File: config.mk
export PLATFORM = sky130hd
export DESIGN_NAME = lbc_queue
export DESIGN_NICKNAME = d
export VERILOG_FILES = /design/src/hdl/lbc_pkg.sv /design/src/hdl/lbc_queue.sv
export SDC_FILE = /design/constraint.sdc
export NUM_CORES = 1
export LEC_CHECK = 0
export BUFFER_PORTS_ARGS = -buffer_cell sky130_fd_sc_hd__clkbuf_2
export CORE_ASPECT_RATIO = 1.2
export CORE_UTILIZATION = 30
export DETAILED_ROUTE_END_ITERATION = 6
export PLACE_DENSITY_LB_ADDON = 0.3
export SLEW_MARGIN = 30
export SYNTH_ARGS = -nofsm -noshare
export SYNTH_HDL_FRONTEND = slang
export SYNTH_SLANG_ARGS = --single-unit
File: constraint.sdc
create_clock -name aclk -period 5.75 [get_ports aclk]
set_input_delay 0.2875 -clock aclk [delete_from_list [all_inputs] [get_ports aclk]]
set_output_delay 0.2875 -clock aclk [all_outputs]
set_load 0.02 [all_outputs]
File: src/hdl/lbc_pkg.sv
// ----------------------------------------------------------------------------
// lbc_pkg
// Shared types and constants of the 3x3 line-buffer convolution unit.
// ----------------------------------------------------------------------------
package lbc_pkg;

    localparam int KERNEL_SIZE    = 3;
    localparam int WINDOW_TAPS    = KERNEL_SIZE * KERNEL_SIZE;
    localparam int PIXEL_W        = 8;
    localparam int WEIGHT_W       = 7;
    localparam int PROD_W         = 16;
    localparam int PSUM_W         = 18;
    localparam int SUM_W          = 19;
    localparam int FILTER_MAX     = 4;
    localparam int WIDTH_CFG_W    = 11;
    localparam int HEIGHT_CFG_W   = 12;
    localparam int ROW_W          = 12;
    localparam int LIMIT_W        = 13;
    localparam int KERNEL_CFG_W   = WEIGHT_W * WINDOW_TAPS;
    localparam int CFG_INDEX_W    = 3;
    localparam int QUEUE_DEPTH    = 4;
    localparam int MAX_WIDTH_DEF  = 1024;
    localparam int FILTER_CNT_DEF = 4;
    localparam int TDATA_OUT_W    = 80;

    localparam logic [WIDTH_CFG_W-1:0]  WIDTH_RESET  = 11'd1024;
    localparam logic [HEIGHT_CFG_W-1:0] HEIGHT_RESET = 12'd1024;

    typedef logic [FILTER_MAX-1:0][KERNEL_CFG_W-1:0] kernels_t;

    localparam kernels_t KERNEL_RESET = {
        63'd562984315256960,
        63'd72624976399712385,
        63'd562984583692416,
        63'd72062026446290945
    };

    typedef enum logic [CFG_INDEX_W-1:0] {
        REG_FRAME_WIDTH  = 3'd0,
        REG_FRAME_HEIGHT = 3'd1,
        REG_KERNEL_A     = 3'd2,
        REG_KERNEL_B     = 3'd3,
        REG_KERNEL_C     = 3'd4,
        REG_KERNEL_D     = 3'd5
    } reg_index_t;

    // tap r*3+c of the window
    typedef logic [WINDOW_TAPS-1:0][PIXEL_W-1:0] window_t;

    typedef struct packed {
        logic    valid;
        window_t win;
    } win_item_t;

endpackage

File: src/hdl/lbc_queue.sv
// ----------------------------------------------------------------------------
// lbc_queue
// Short FIFO of window items between the front and the filter pipeline.
// ----------------------------------------------------------------------------
module lbc_queue (
    input  logic                 aclk,
    input  logic                 aresetn,
    input  lbc_pkg::win_item_t   push,
    output logic                 q_ready,
    output lbc_pkg::win_item_t   head,
    input  logic                 pop
);

    localparam int DEPTH = lbc_pkg::QUEUE_DEPTH;
    localparam int PTR_W = $clog2(DEPTH);

    lbc_pkg::window_t   entries [DEPTH];
    logic [PTR_W-1:0]   wr_ptr_reg, rd_ptr_reg;
    logic [PTR_W:0]     count_reg, count_next;
    logic               do_push, do_pop;

    assign q_ready    = count_reg != (PTR_W+1)'(DEPTH);
    assign head.valid = count_reg != '0;
    assign head.win   = entries[rd_ptr_reg];

    assign do_push = push.valid && q_ready;
    assign do_pop  = pop && head.valid;

    always_comb begin
        count_next = count_reg;
        if (do_push && !do_pop) begin
            count_next = count_reg + 1'b1;
        end else if (do_pop && !do_push) begin
            count_next = count_reg - 1'b1;
        end
    end

    always_ff @(posedge aclk) begin
        if (do_push) begin
            entries[wr_ptr_reg] <= push.win;
        end
    end

    always_ff @(posedge aclk) begin
        if (!aresetn) begin
            wr_ptr_reg <= '0;
            rd_ptr_reg <= '0;
            count_reg  <= '0;
        end else begin
            if (do_push) begin
                wr_ptr_reg <= (wr_ptr_reg == PTR_W'(DEPTH - 1)) ? '0 : wr_ptr_reg + 1'b1;
            end
            if (do_pop) begin
                rd_ptr_reg <= (rd_ptr_reg == PTR_W'(DEPTH - 1)) ? '0 : rd_ptr_reg + 1'b1;
            end
            count_reg <= count_next;
        end
    end

    a_count_bound: assert property (@(posedge aclk) disable iff (!aresetn)
        count_reg <= (PTR_W+1)'(DEPTH))
        else $error("queue count above depth");

    a_no_lost_push: assert property (@(posedge aclk) disable iff (!aresetn)
        push.valid |-> q_ready)
        else $error("window item pushed into full queue");

    a_pop_moves: assert property (@(posedge aclk) disable iff (!aresetn)
        (do_pop && !do_push) |=> count_reg == $past(count_reg) - 1'b1)
        else $error("pop did not drain queue");

endmodule

==> results of run 1 <==
[layer usage]
layer	up-vias	global-route usage, %
met1	2701	12.92
met4	0	3.388
met5	-	0
met2	142	22.60
li1	2311	-
met3	26	2.706
[worst min-delay path, delay by kind of cell]
family          cells  cell delay, ns
compound gates      1            0.06
buf+inv             1            0.13
simple gates        1            0.09
[per-stage QoR]
stage	cells	total power (uW)	worst slack (ns)	hold slack [ns]
after detailed placement	1027	4148	2.868	0.4995
final	1153	5921	2.628	0.06681
after global routing	1153	6196	2.349	0.07448
after global placement	1025	4094	2.920	0.4811
after floorplan	427	3677	3.546	0.3864
after CTS	1152	6037	2.262	0.01626
[path summary, 6_finish.rpt]
| kind | startpoint | endpoint | slack (ns) |
|---|---|---|---|
| worst max-delay path | flip-flop | head[61] | 2.63 |
| worst min-delay path | push[72] | wr_ptr_reg[0] | 0.07 |
| worst max register to register | count_reg[0] | count_reg[2] | 3.32 |
| worst min register to register | wr_ptr_reg[1] | wr_ptr_reg[1] | 0.50 |
[logic make-up (layout without fill, tap and decap cells)]
kind of cell	after synthesis	after routing
adder cells (fa/ha/maj)	7	7
buffers and inverters	21	285
XOR/XNOR	2	2
AO/OA/AOI/OAI	6	6
AND/OR/NAND/NOR	20	20
multiplexers	74	74
flip-flops	297	297
[cell usage after synthesis, drive strengths merged]
library cell / number
xor2: 1
nor2b: 1
nor2: 2
and2: 2
nand2: 5
buf: 10
clkbuf: 8
dfxtp: 9
o31ai: 1
inv: 3
xnor2: 1
and3: 4
o21ai: 4
fa: 1
or3b: 1
edfxtp: 288
ha: 6
nand4: 1
mux4: 72
a21boi: 1
nand3: 2
mux2i: 2
or3: 2
[power breakdown]
group	internal (uW)	total, uW	leakage [uW]	switching (uW)
Combinational	585	1370	0.00149	789
Clock	1060	1830	0.000457	766
Sequential	2630	2720	0.00271	93.7
[area by class of cell]
type                            count  area [um2]  share of cell area (%)
Timing Repair Buffer              229        1564                   11.30
Clock inverter                     21       155.1                   1.121
Tap cell                          462       578.1                   4.175
Clock buffer                       32       779.5                   5.630
Multi-Input combinational cell    109        1922                   13.88
Sequential cell                   297        8836                   63.82
Inverter                            3       11.26                 0.08133
==> summary.txt, run 1 <==
Run status
  • Status: complete, no violations

Critical path
  • Worst Path Buf+Inv: 3
  • Worst path depth: 4
  • Crit path required time: around 5.5 ns
  • CP cell instances: buf_12 -> buf_4 -> mux4_2 -> clkbuf_2
  • Endpoint type of the worst setup path: primary output
  • Setup CP Type: flip-flop to primary output
  • CP startpoint kind: flip-flop
  • Reg2Reg Depth: 7
  • Max incr delay on CP: 0.61 ns
  • Worst path arrival time: about 2.8 ns
  • Slowest-stage cell, CP: dfxtp_4
  • Cell family with most CP delay: buffers and inverters
  • Critical path peak fanout: 32

Synth
  • Post-synthesis xor/xnor area fraction: 0.1614%
  • Syn_nets: slightly above 500
  • Top-area cell type share of the netlist area: 79.70%
  • Mapped Cells: 427
  • Synth Area in Compound Gates: less than 1%
  • Synthesized area: between 10000 and 15000 um2
  • YS warnings: 0
  • Largest family of logic cells by synthesized area: multiplexers
  • Post-synthesis sequential area ratio: between 80% and 90%
  • Number of synthesized register bits: ~300
  • Simple-gate share of the synthesized area: approximately 1.1%
  • Ranking of synthesized cells by area: edfxtp_1 80%, mux4_2 15%, dfxtp_1 1.7%
  • Post-synthesis mux area share: between 10% and 20%
  • Distinct cells, synth: 27
  • Avg Cell Area, Syn: roughly 25 um2
  • Synth Area in Adders: less than 1%
  • Post-synth top area cell: edfxtp_1

Timing
  • Clock Skew: roughly 0.0064 ns
  • Pins Over Slew Limit: 0
  • Crit share post-route: between 50% and 60%
  • Worst-Margin Slew: between 0.8 and 0.9 ns
  • Final Hold Viols: 0
  • Setup TNS: 0 ns
  • Rel. slew slack: approximately 45%
  • Minimum clock period: about 3.1 ns
  • Fmax: ~0.32 GHz
  • RSZ-0062 raised after global routing: no
  • Final Setup Violations: 0

Detailed routing
  • Max layer used: met4
  • DR WL met3: 1184 um
  • # DRC: 0
  • Routed WL: 21390 um
  • DR vias: 5180
  • Drt via density: around 4.5
  • Detail Route Antenna Nets: 0
  • Pre-antenna DRT Iters: 4
  • DRT met1 WL: roughly 8200 um
  • Routed wire per std cell: 18.55 um
  • Wire length on met2: roughly 12000 um
  • Initial DRC count: 289

Floorplanning
  • Starting Density: 30.75%
  • Die Outline Area: about 37000 um2
  • Total core area: ~35000 um2
  • Number of I/O pins: 150
  • Die X: ~180 um
  • Site Rows: 75
  • Die Span Y: 210.3 um

Layout
  • Largest register FFs: 288
  • Filler instances: ~3200
  • Most common cell after layout, fill and taps aside: edfxtp_1
  • Antenna Cells: 0
  • Synth-to-layout area growth: 27.61%
  • Most frequent cells in the layout: 288 x edfxtp_1, 149 x clkbuf_2, 72 x mux4_2, 72 x dlygate4sd3_1, 31 x clkbuf_16
  • Nets: approximately 750
  • Util after Layout: 39.24%
  • Layout cells sized above 1: around two fifths
  • Design Area, Final: 13850 um2

Clock network
  • CTS clk-pin slew, worst paths: about 0.060 ns
  • CTS Buf Count: 30
  • Hold buffer count at CTS: approximately 70
  • CTS max path bufs: 3
  • CTS Sinks: slightly below 300
  • Post-CTS Setup Repair Bufs: 0
  • TritonCTS clock tree: done
  • CTS resizes: 0
  • Root buf cell: clkbuf_16
  • H-Tree Depth: 1
  • Latest clock arrival within the worst-skew pair: around 0.55 ns

Global route
  • Pin count of the biggest net entering global routing: just over 50
  • Remaining Overflow, GRT: 0
  • Antenna violations before repair: 0
  • Vias in the first global route: 5920
  • First-pass GRT wire length: 32880 um
  • Tot GR Track Use: 11.85%

Hold path
  • Worst hold-check path type: primary input to flip-flop
  • Hold path depth: 3

Place
  • DPL Wire Length: 12870 um
  • Routability cong.: approximately 0.68
  • Port bufs: 149
  • Area after DPL: about 12000 um2

Job
  • Maximum Capacitance Violations: 0

Pwr
  • Peak ir drop on the vdd network: between 0.0002 and 0.00025 V
  • Power Density: approximately 430 nW/um2
  • P_leak: 0.004660 uW
Power figures use the tool's default switching activity.
==> run 2: changes to the inputs <==
- ABC_AREA: unset -> 1
- clock period: 5.75 -> 3.15 ns (I/O delays scaled with it)
==> run 2 against run 1 <==
  * Via count is 33% higher
  * Synthesized cell count rose by 79%
  * Cell count increased by 30%
  * Clock power up 89%
  * Count of clock-buffer cells in the layout up 3
  * Worst setup slack lost 2.0 ns
  * Non-clock buffer count increased by 9
  * Clock skew grew 0.00088 ns
  * Area after synthesis up 6.8%
  * Global-route usage increased by 1.1 points
  * Worst hold slack lost 0.030 ns
  * Critical path depth unchanged
  * Critical endpoint is now head[63]
  * Highest routed layer is now met5
==> summary.txt, run 2 <==
Floorplanning
  • Total core area: 37960 um2 (+7.6%)
  • Die Outline Area: 39410 um2 (+6.7%)
  • Die X: 181.4 um (+3.3%)
  • Number of I/O pins: 150 (unchanged)
  • Site Rows: 78 (+4.0%)
  • Starting Density: 30.52% (-0.24 points)
  • Die Span Y: 217.3 um (+3.3%)

Detailed routing
  • Drt via density: 4.612 (+2.7%)
  • Pre-antenna DRT Iters: 4 (unchanged)
  • Routed WL: 25600 um (+20%)
  • DR WL met3: 1093 um (-7.7%)
  • DRT met1 WL: 10820 um (+32%)
  • Wire length on met2: 13130 um (+13%)
  • Routed wire per std cell: 17.13 um (-7.7%)
  • # DRC: 0 (unchanged)
  • DR vias: 6895 (+33%)
  • Initial DRC count: 326 (+13%)
  • Detail Route Antenna Nets: 0 (unchanged)
  • Max layer used: met5

Synth
  • Ys flop type: edfxtp_1
  • Post-synth top area cell: edfxtp_1
  • Top-area cell type share of the netlist area: 74.65% (-5.1 points)
  • Syn_nets: 849 (+66%)
  • Synthesized area: 11580 um2 (+6.8%)
  • Most frequent cell after synthesis: edfxtp_1
  • Number of synthesized register bits: 297 (unchanged)
  • Avg Cell Area, Syn: 15.12 um2 (-40%)
  • Ranking of synthesized cells by area: edfxtp_1 75%, o21ai_0 5.9%, o22ai_2 5.4%
  • Async SR Flop Fraction: 0% (unchanged)
  • Mapped Cells: 766 (+79%)
  • Post-synth EDFFs: 288 (unchanged)
  • Distinct cells, synth: 24 (-11%)
  • Post-synthesis sequential area ratio: 76.21% (-5.2 points)
  • YS warnings: 0 (unchanged)
  • Top post-synthesis cells by count: 288 x edfxtp_1, 136 x o21ai_0, 111 x nor2_1, 50 x nor2_2, 50 x o22ai_2

Layout
  • Seq. cell area: 8833 um2 (about the same)
  • Antenna Cells: 0 (unchanged)
  • Most common cell after layout, fill and taps aside: edfxtp_1
  • Design Area, Final: 14550 um2 (+5.1%)
  • Nets: 1074 (+43%)
  • Filler instances: 3554 (+11%)
  • Layout cells sized above 1: 30.94% (-9.4 points)
  • Most frequent cells in the layout: 288 x edfxtp_1, 149 x clkbuf_2, 136 x o21ai_0, 107 x nor2_1, 75 x dlygate4sd3_1
  • Area of the multi-input gates: 2434 um2 (+27%)
  • Synth-to-layout area growth: 25.56%
  • Largest register FFs: 288 (unchanged)

Timing
  • Pins Over Slew Limit: 0 (unchanged)
  • Setup TNS: 0 ns (unchanged)
  • Clock Skew: 0.007310 ns (+0.0008777 ns)
  • Final Hold Viols: 0 (unchanged)
  • Hold slack final: 0.03717 ns (-0.02964 ns)
  • Crit share post-route: between 70% and 80%
  • Minimum clock period: roughly 2.5 ns
  • Worst-Margin Slew: 0.8273 ns (-0.001524 ns)
  • Rel. slew slack: 44.85% (+0.10 points)
  • Final Setup Violations: 0 (unchanged)
  • Fmax: 0.3978 GHz
  • RSZ-0062 raised after global routing: no

Pwr
  • Peak ir drop on the vdd network: 0.0003961 V (+68%)
  • Final Total Pwr: 12130 uW (+100%)
  • Power share of the combinational group: 30.6% (+7.4 points)
  • Reg power frac: 40.9% (-5.1 points)
  • Net Sw Power: 4128 uW (+150%)
  • Int Power: 8003 uW (+87%)
  • Clk network pwr share: 28.5% (-2.3 points)
  • Switching Share: 34.03% (+6.2 points)
  • P_leak: 0.005106 uW (+9.6%)
  • Power Density: 833.9 nW/um2 (+95%)

Clock network
  • TritonCTS clock tree: done
  • CTS Buf Count: 31 (+3.3%)
  • Post-CTS Setup Repair Bufs: 0 (unchanged)
  • CTS clk-pin slew, worst paths: 0.06 ns (about the same)
  • CTS resizes: 0 (unchanged)
  • CTS max path bufs: 3 (unchanged)
  • Root buf cell: clkbuf_16
  • H-Tree Depth: 1 (unchanged)
  • Latest clock arrival within the worst-skew pair: 0.55 ns (about the same)
  • CTS Sinks: 297 (unchanged)

Job
  • Maximum Capacitance Violations: 0 (unchanged)

Place
  • Area after DPL: 12830 um2 (+5.4%)
  • Routability cong.: 0.7167 (+5.0%)
  • Port bufs: 149 (unchanged)
  • DPL Wire Length: 14290 um (+11%)

Critical path
  • Critical path peak fanout: 72 (+130%)
  • Worst R2R Start: count_reg[1]
  • Flop2flop setup slack: 1.04 ns (-2.28 ns)
  • Worst path arrival time: 2.36 ns (-0.47 ns)
  • Endpoint type of the worst setup path: primary output
  • Crit path required time: 2.99 ns (-2.47 ns)
  • Setup CP Type: flip-flop to primary output
  • CP startpoint kind: flip-flop

Global route
  • Pin count of the biggest net entering global routing: 74 (+45%)
  • Antenna violations before repair: 2 (+2)
  • Vias in the first global route: 7122 (+20%)
  • Tot GR Track Use: 12.92% (+1.1 points)
  • First-pass GRT wire length: 39290 um (+19%)
  • Remaining Overflow, GRT: 0 (unchanged)

Run status
  • Status: complete, no violations

Hold path
  • Worst hold-check path type: primary input to flip-flop
  • Hold_sp: pop
## run 2: cell types whose count changed in the layout (fill, tap and decap cells not counted), moves of 12 or more
cell     previous run  this run
mux4_2             72         0
o21ai_0             3       136
nor2_2              0        50
o22ai_2             0        50
inv_1               3        15
o22ai_1             0        22
nor2_1              2       107
## run 2: path summary, 6_finish.rpt
| kind | cells after the start | end |
|---|---|---|
| worst max-delay path | 4 | head[63] |
| worst min register to register | 2 | count_reg[0] |
| worst max register to register | 9 | count_reg[1] |
| worst min-delay path | 4 | flip-flop |
## run 2: layout make-up
cell class	instances	share of cell area (%)
clock buffer	35	5.436
clock inverter	22	1.221
inverter	17	0.4903
multi-input combinational	406	16.73
sequential	297	60.73
tap	480	4.129
timing repair buffer	238	11.27
## run 2: metal layers
layer	GRT usage, %	vias up
met4	4.266	4
li1	-	3318
met5	0	-
met1	15.50	3407
met2	23.18	124
met3	2.410	42
## run 2: metrics by stage
stage               setup slack, ns  cells  utilization (%)
detailed placement            1.046   1363            33.79
global route                 0.3669   1495            38.32
finish                       0.6363   1495            38.32
global placement              1.075   1363            33.79
floorplan                    -1.203    766                -
CTS                          0.4785   1495            38.32
## run 2: timing repair
action                     in CTS  in global routing
hold buffers                   75                  0
hold endpoints to repair      297                  0
setup endpoints to repair       0                  0
## run 2: logic make-up after synthesis
logic type	Yosys count	share of synthesized area [%]
adder cells (fa/ha/maj)	7	0.8208
AO/OA/AOI/OAI	220	12.98
AND/OR/NAND/NOR	179	6.945
buffers and inverters	63	3.046
flip-flops	297	76.21
## run 2: critical path, cell delays in order, from the launching register on
cell and delay [ns]:
dfxtp_2 0.45, inv_4 0.64, o21ai_0 0.21, o22ai_1 0.24, clkbuf_2 0.22
## run 2: power by group through the flow
stage	clock network, uW	logic [uW]	registers (uW)
after global placement	0	3700	5040
after global routing	3700	4050	5010
final	3460	3710	4960
after detailed placement	0	3720	5050
after CTS	3570	3810	4970
after floorplan	0	2540	5020
==> run 3: changes to the inputs <==
- clock period: 3.15 -> 2.27 ns (I/O delays scaled with it)
==> run 3 against run 2 <==
  * Worst hold slack better by 0.0078 ns
  * Critical path depth rose by 3
  * Sequential cell count stayed put
  * Final area grew 1.9%
  * Total power grew 45%
  * Non-clock buffer count is 4 higher
  * Die area is the same
  * Worst setup slack got worse by 0.55 ns
  * Clock power up 55%
  * First-iteration DRC count grew 0.31%
  * Critical path type is now flip-flop to flip-flop
  * Largest power group unchanged
==> summary.txt, run 3 (synthesis gave the netlist of run 2 again) <==
Hold path
  • Hold path depth: 4 (unchanged)
  • Worst hold-check path type: primary input to flip-flop
  • Hold_sp: push[72]

Timing
  • Final Hold Viols: 0 (unchanged)
  • Clock Skew: 0.01104 ns (+0.003729 ns)
  • RSZ-0062 raised after global routing: yes
  • Crit share post-route: 96.04%
  • Rel. slew slack: 66.01% (+21 points)
  • Pins Over Slew Limit: 0 (unchanged)
  • Fmax: between 0.4 and 0.5 GHz
  • Minimum clock period: ~2.2 ns
  • Final Setup Violations: 0 (unchanged)
  • Worst-Margin Slew: 0.5099 ns (-0.3173 ns)
  • Setup TNS: 0 ns (unchanged)

Clock network
  • CTS Sinks: 297 (unchanged)
  • H-Tree Depth: 2 (+1)
  • Latest clock arrival within the worst-skew pair: 0.51 ns (-0.04 ns)
  • TritonCTS clock tree: done
  • Root buf cell: clkbuf_16
  • CTS max path bufs: 3 (unchanged)
  • CTS clk-pin slew, worst paths: 0.06 ns (about the same)
  • CTS Buf Count: 34 (+9.7%)
  • Post-CTS Setup Repair Bufs: 0 (unchanged)

Detailed routing
  • Drt via density: 4.654 (+0.90%)
  • Initial DRC count: 327 (+0.31%)
  • Detail Route Antenna Nets: 0 (unchanged)
  • DR vias: 6985 (+1.3%)
  • Routed WL: 26950 um (+5.3%)
  • Routed wire per std cell: 17.96 um (+4.9%)
  • Pre-antenna DRT Iters: 4 (unchanged)
  • # DRC: 0 (unchanged)

Pwr
  • Reg power frac: 38.8% (-2.1 points)
  • P_leak: 0.005210 uW (+2.0%)
  • Final Total Pwr: 17640 uW (+45%)
  • Switching Share: 33.76% (-0.27 points)
  • Peak ir drop on the vdd network: 0.0008828 V (+120%)
  • Clk network pwr share: 30.5% (+2.0 points)
  • Power Density: 1190 nW/um2 (+43%)
  • Power share of the combinational group: 30.7% (about the same)
  • Int Power: 11690 uW (+46%)
  • Net Sw Power: 5955 uW (+44%)

Global route
  • Remaining Overflow, GRT: 0 (unchanged)
  • Antenna violations before repair: 3 (+1)
  • Vias in the first global route: 6988 (-1.9%)
  • Pin count of the biggest net entering global routing: 145 (+96%)
  • Tot GR Track Use: 13.22% (+0.31 points)
  • First-pass GRT wire length: 39700 um (+1.1%)

Layout
  • Nets: 1081 (+0.65%)
  • Layout cells sized above 1: 32.03% (+1.1 points)
  • Largest register FFs: 288 (unchanged)
  • Synth-to-layout area growth: 27.96%
  • Most common cell after layout, fill and taps aside: edfxtp_1
  • Most frequent cells in the layout: 288 x edfxtp_1, 149 x clkbuf_2, 136 x o21ai_0, 107 x nor2_1, 75 x dlygate4sd3_1
  • Filler instances: 3548 (-0.17%)
  • Antenna Cells: 0 (unchanged)
  • Non-filler instance count after layout: 1501 (+0.40%)
  • Util after Layout: 39.05% (+0.73 points)
  • Design Area, Final: 14820 um2 (+1.9%)

Place
  • Placed Cells: 1366 (+0.22%)
  • Area after DPL: 12930 um2 (+0.84%)
  • DPL Wire Length: 14000 um (-2.0%)
  • Port bufs: 149 (unchanged)
  • Routability cong.: 0.6958 (-2.9%)

Critical path
  • Setup CP Type: flip-flop to flip-flop
  • Worst path arrival time: 2.56 ns (+0.20 ns)
  • Worst R2R Start: wr_ptr_reg[0]
  • Flop2flop setup slack: 0.09 ns (-0.95 ns)
  • Crit path required time: 2.65 ns (-0.34 ns)
  • Worst Setup SP: wr_ptr_reg[0]
  • CP startpoint kind: flip-flop
  • Critical path peak fanout: 4 (-94%)
  • Reg2Reg Depth: 7 (-2)
  • Endpoint type of the worst setup path: flip-flop

Floorplanning
  • Starting Density: 30.52% (unchanged)
  • Die Outline Area: 39410 um2 (unchanged)
  • Number of I/O pins: 150 (unchanged)
  • Site Rows: 78 (unchanged)
  • Total core area: 37960 um2 (unchanged)
  • Die X: 181.4 um (unchanged)
  • Die Span Y: 217.3 um (unchanged)

Run status
  • Status: complete, no violations

Job
  • Maximum Capacitance Violations: 0 (unchanged)
==> run 3: area by class of cell <==
class	instances	area, um2	share of cell area (%)
clock buffer	40	894.6	6.035
inverter	17	73.82	0.4980
clock inverter	19	206.4	1.393
multi-input combinational	406	2444	16.48
tap	480	600.6	4.051
sequential	297	8836	59.61
timing repair buffer	242	1769	11.93
==> run 3: final timing paths <==
kind                   endpoint
setup / recovery  wr_ptr_reg[1]
hold / removal    wr_ptr_reg[0]
setup reg to reg  wr_ptr_reg[1]
hold reg to reg    count_reg[0]
==> run 3: routing by layer <==
layer / vias to the layer above / wire length, um / GRT usage (%) / share of wire (%)
li1: 3332 / - / - / -
met1: 3441 / 11960 / 16.47 / 44
met2: 167 / 13140 / 22.72 / 49
met3: 39 / 1284 / 3.012 / 4.8
met4: 6 / 536 / 4.153 / 2.0
met5: - / 35 / 0 / 0.13
==> run 3: power groups by stage <==
stage                     logic, uW  clock network [uW]  registers, uW
after global placement         5270                   0           6940
final                          5420                5380           6840
after floorplan                3560                   0           6920
after detailed placement       5320                   0           6940
after global routing           5920                5740           6890
after CTS                      5450                5520           6830
==> run 3: worst max-delay path, stage by stage, from the launching register on <==
cell           delay (ns)
dfxtp_2              0.35
inv_1                0.07
ha_1                 0.28
nand3b_1             0.15
nand2_1              0.06
dlygate4sd3_1        0.55
nor2_1               0.05
dlygate4sd3_1        0.56
==> run 3: timing repair <==
action	CTS	global route
gates resized for setup	0	4
hold endpoints to repair	297	0
hold buffers	75	0
setup endpoints to repair	0	41
==> run 3: through the flow <==
| step | setup slack, ns | hold slack, ns |
|---|---|---|
| finish | 0.08984 | 0.04497 |
| global route | -0.02403 | 0.05384 |
| CTS | 0.01559 | 0.02513 |
| detailed placement | 0.3923 | 0.3339 |
| global placement | 0.4191 | 0.3327 |
| floorplan | 0.03323 | 0.2124 |
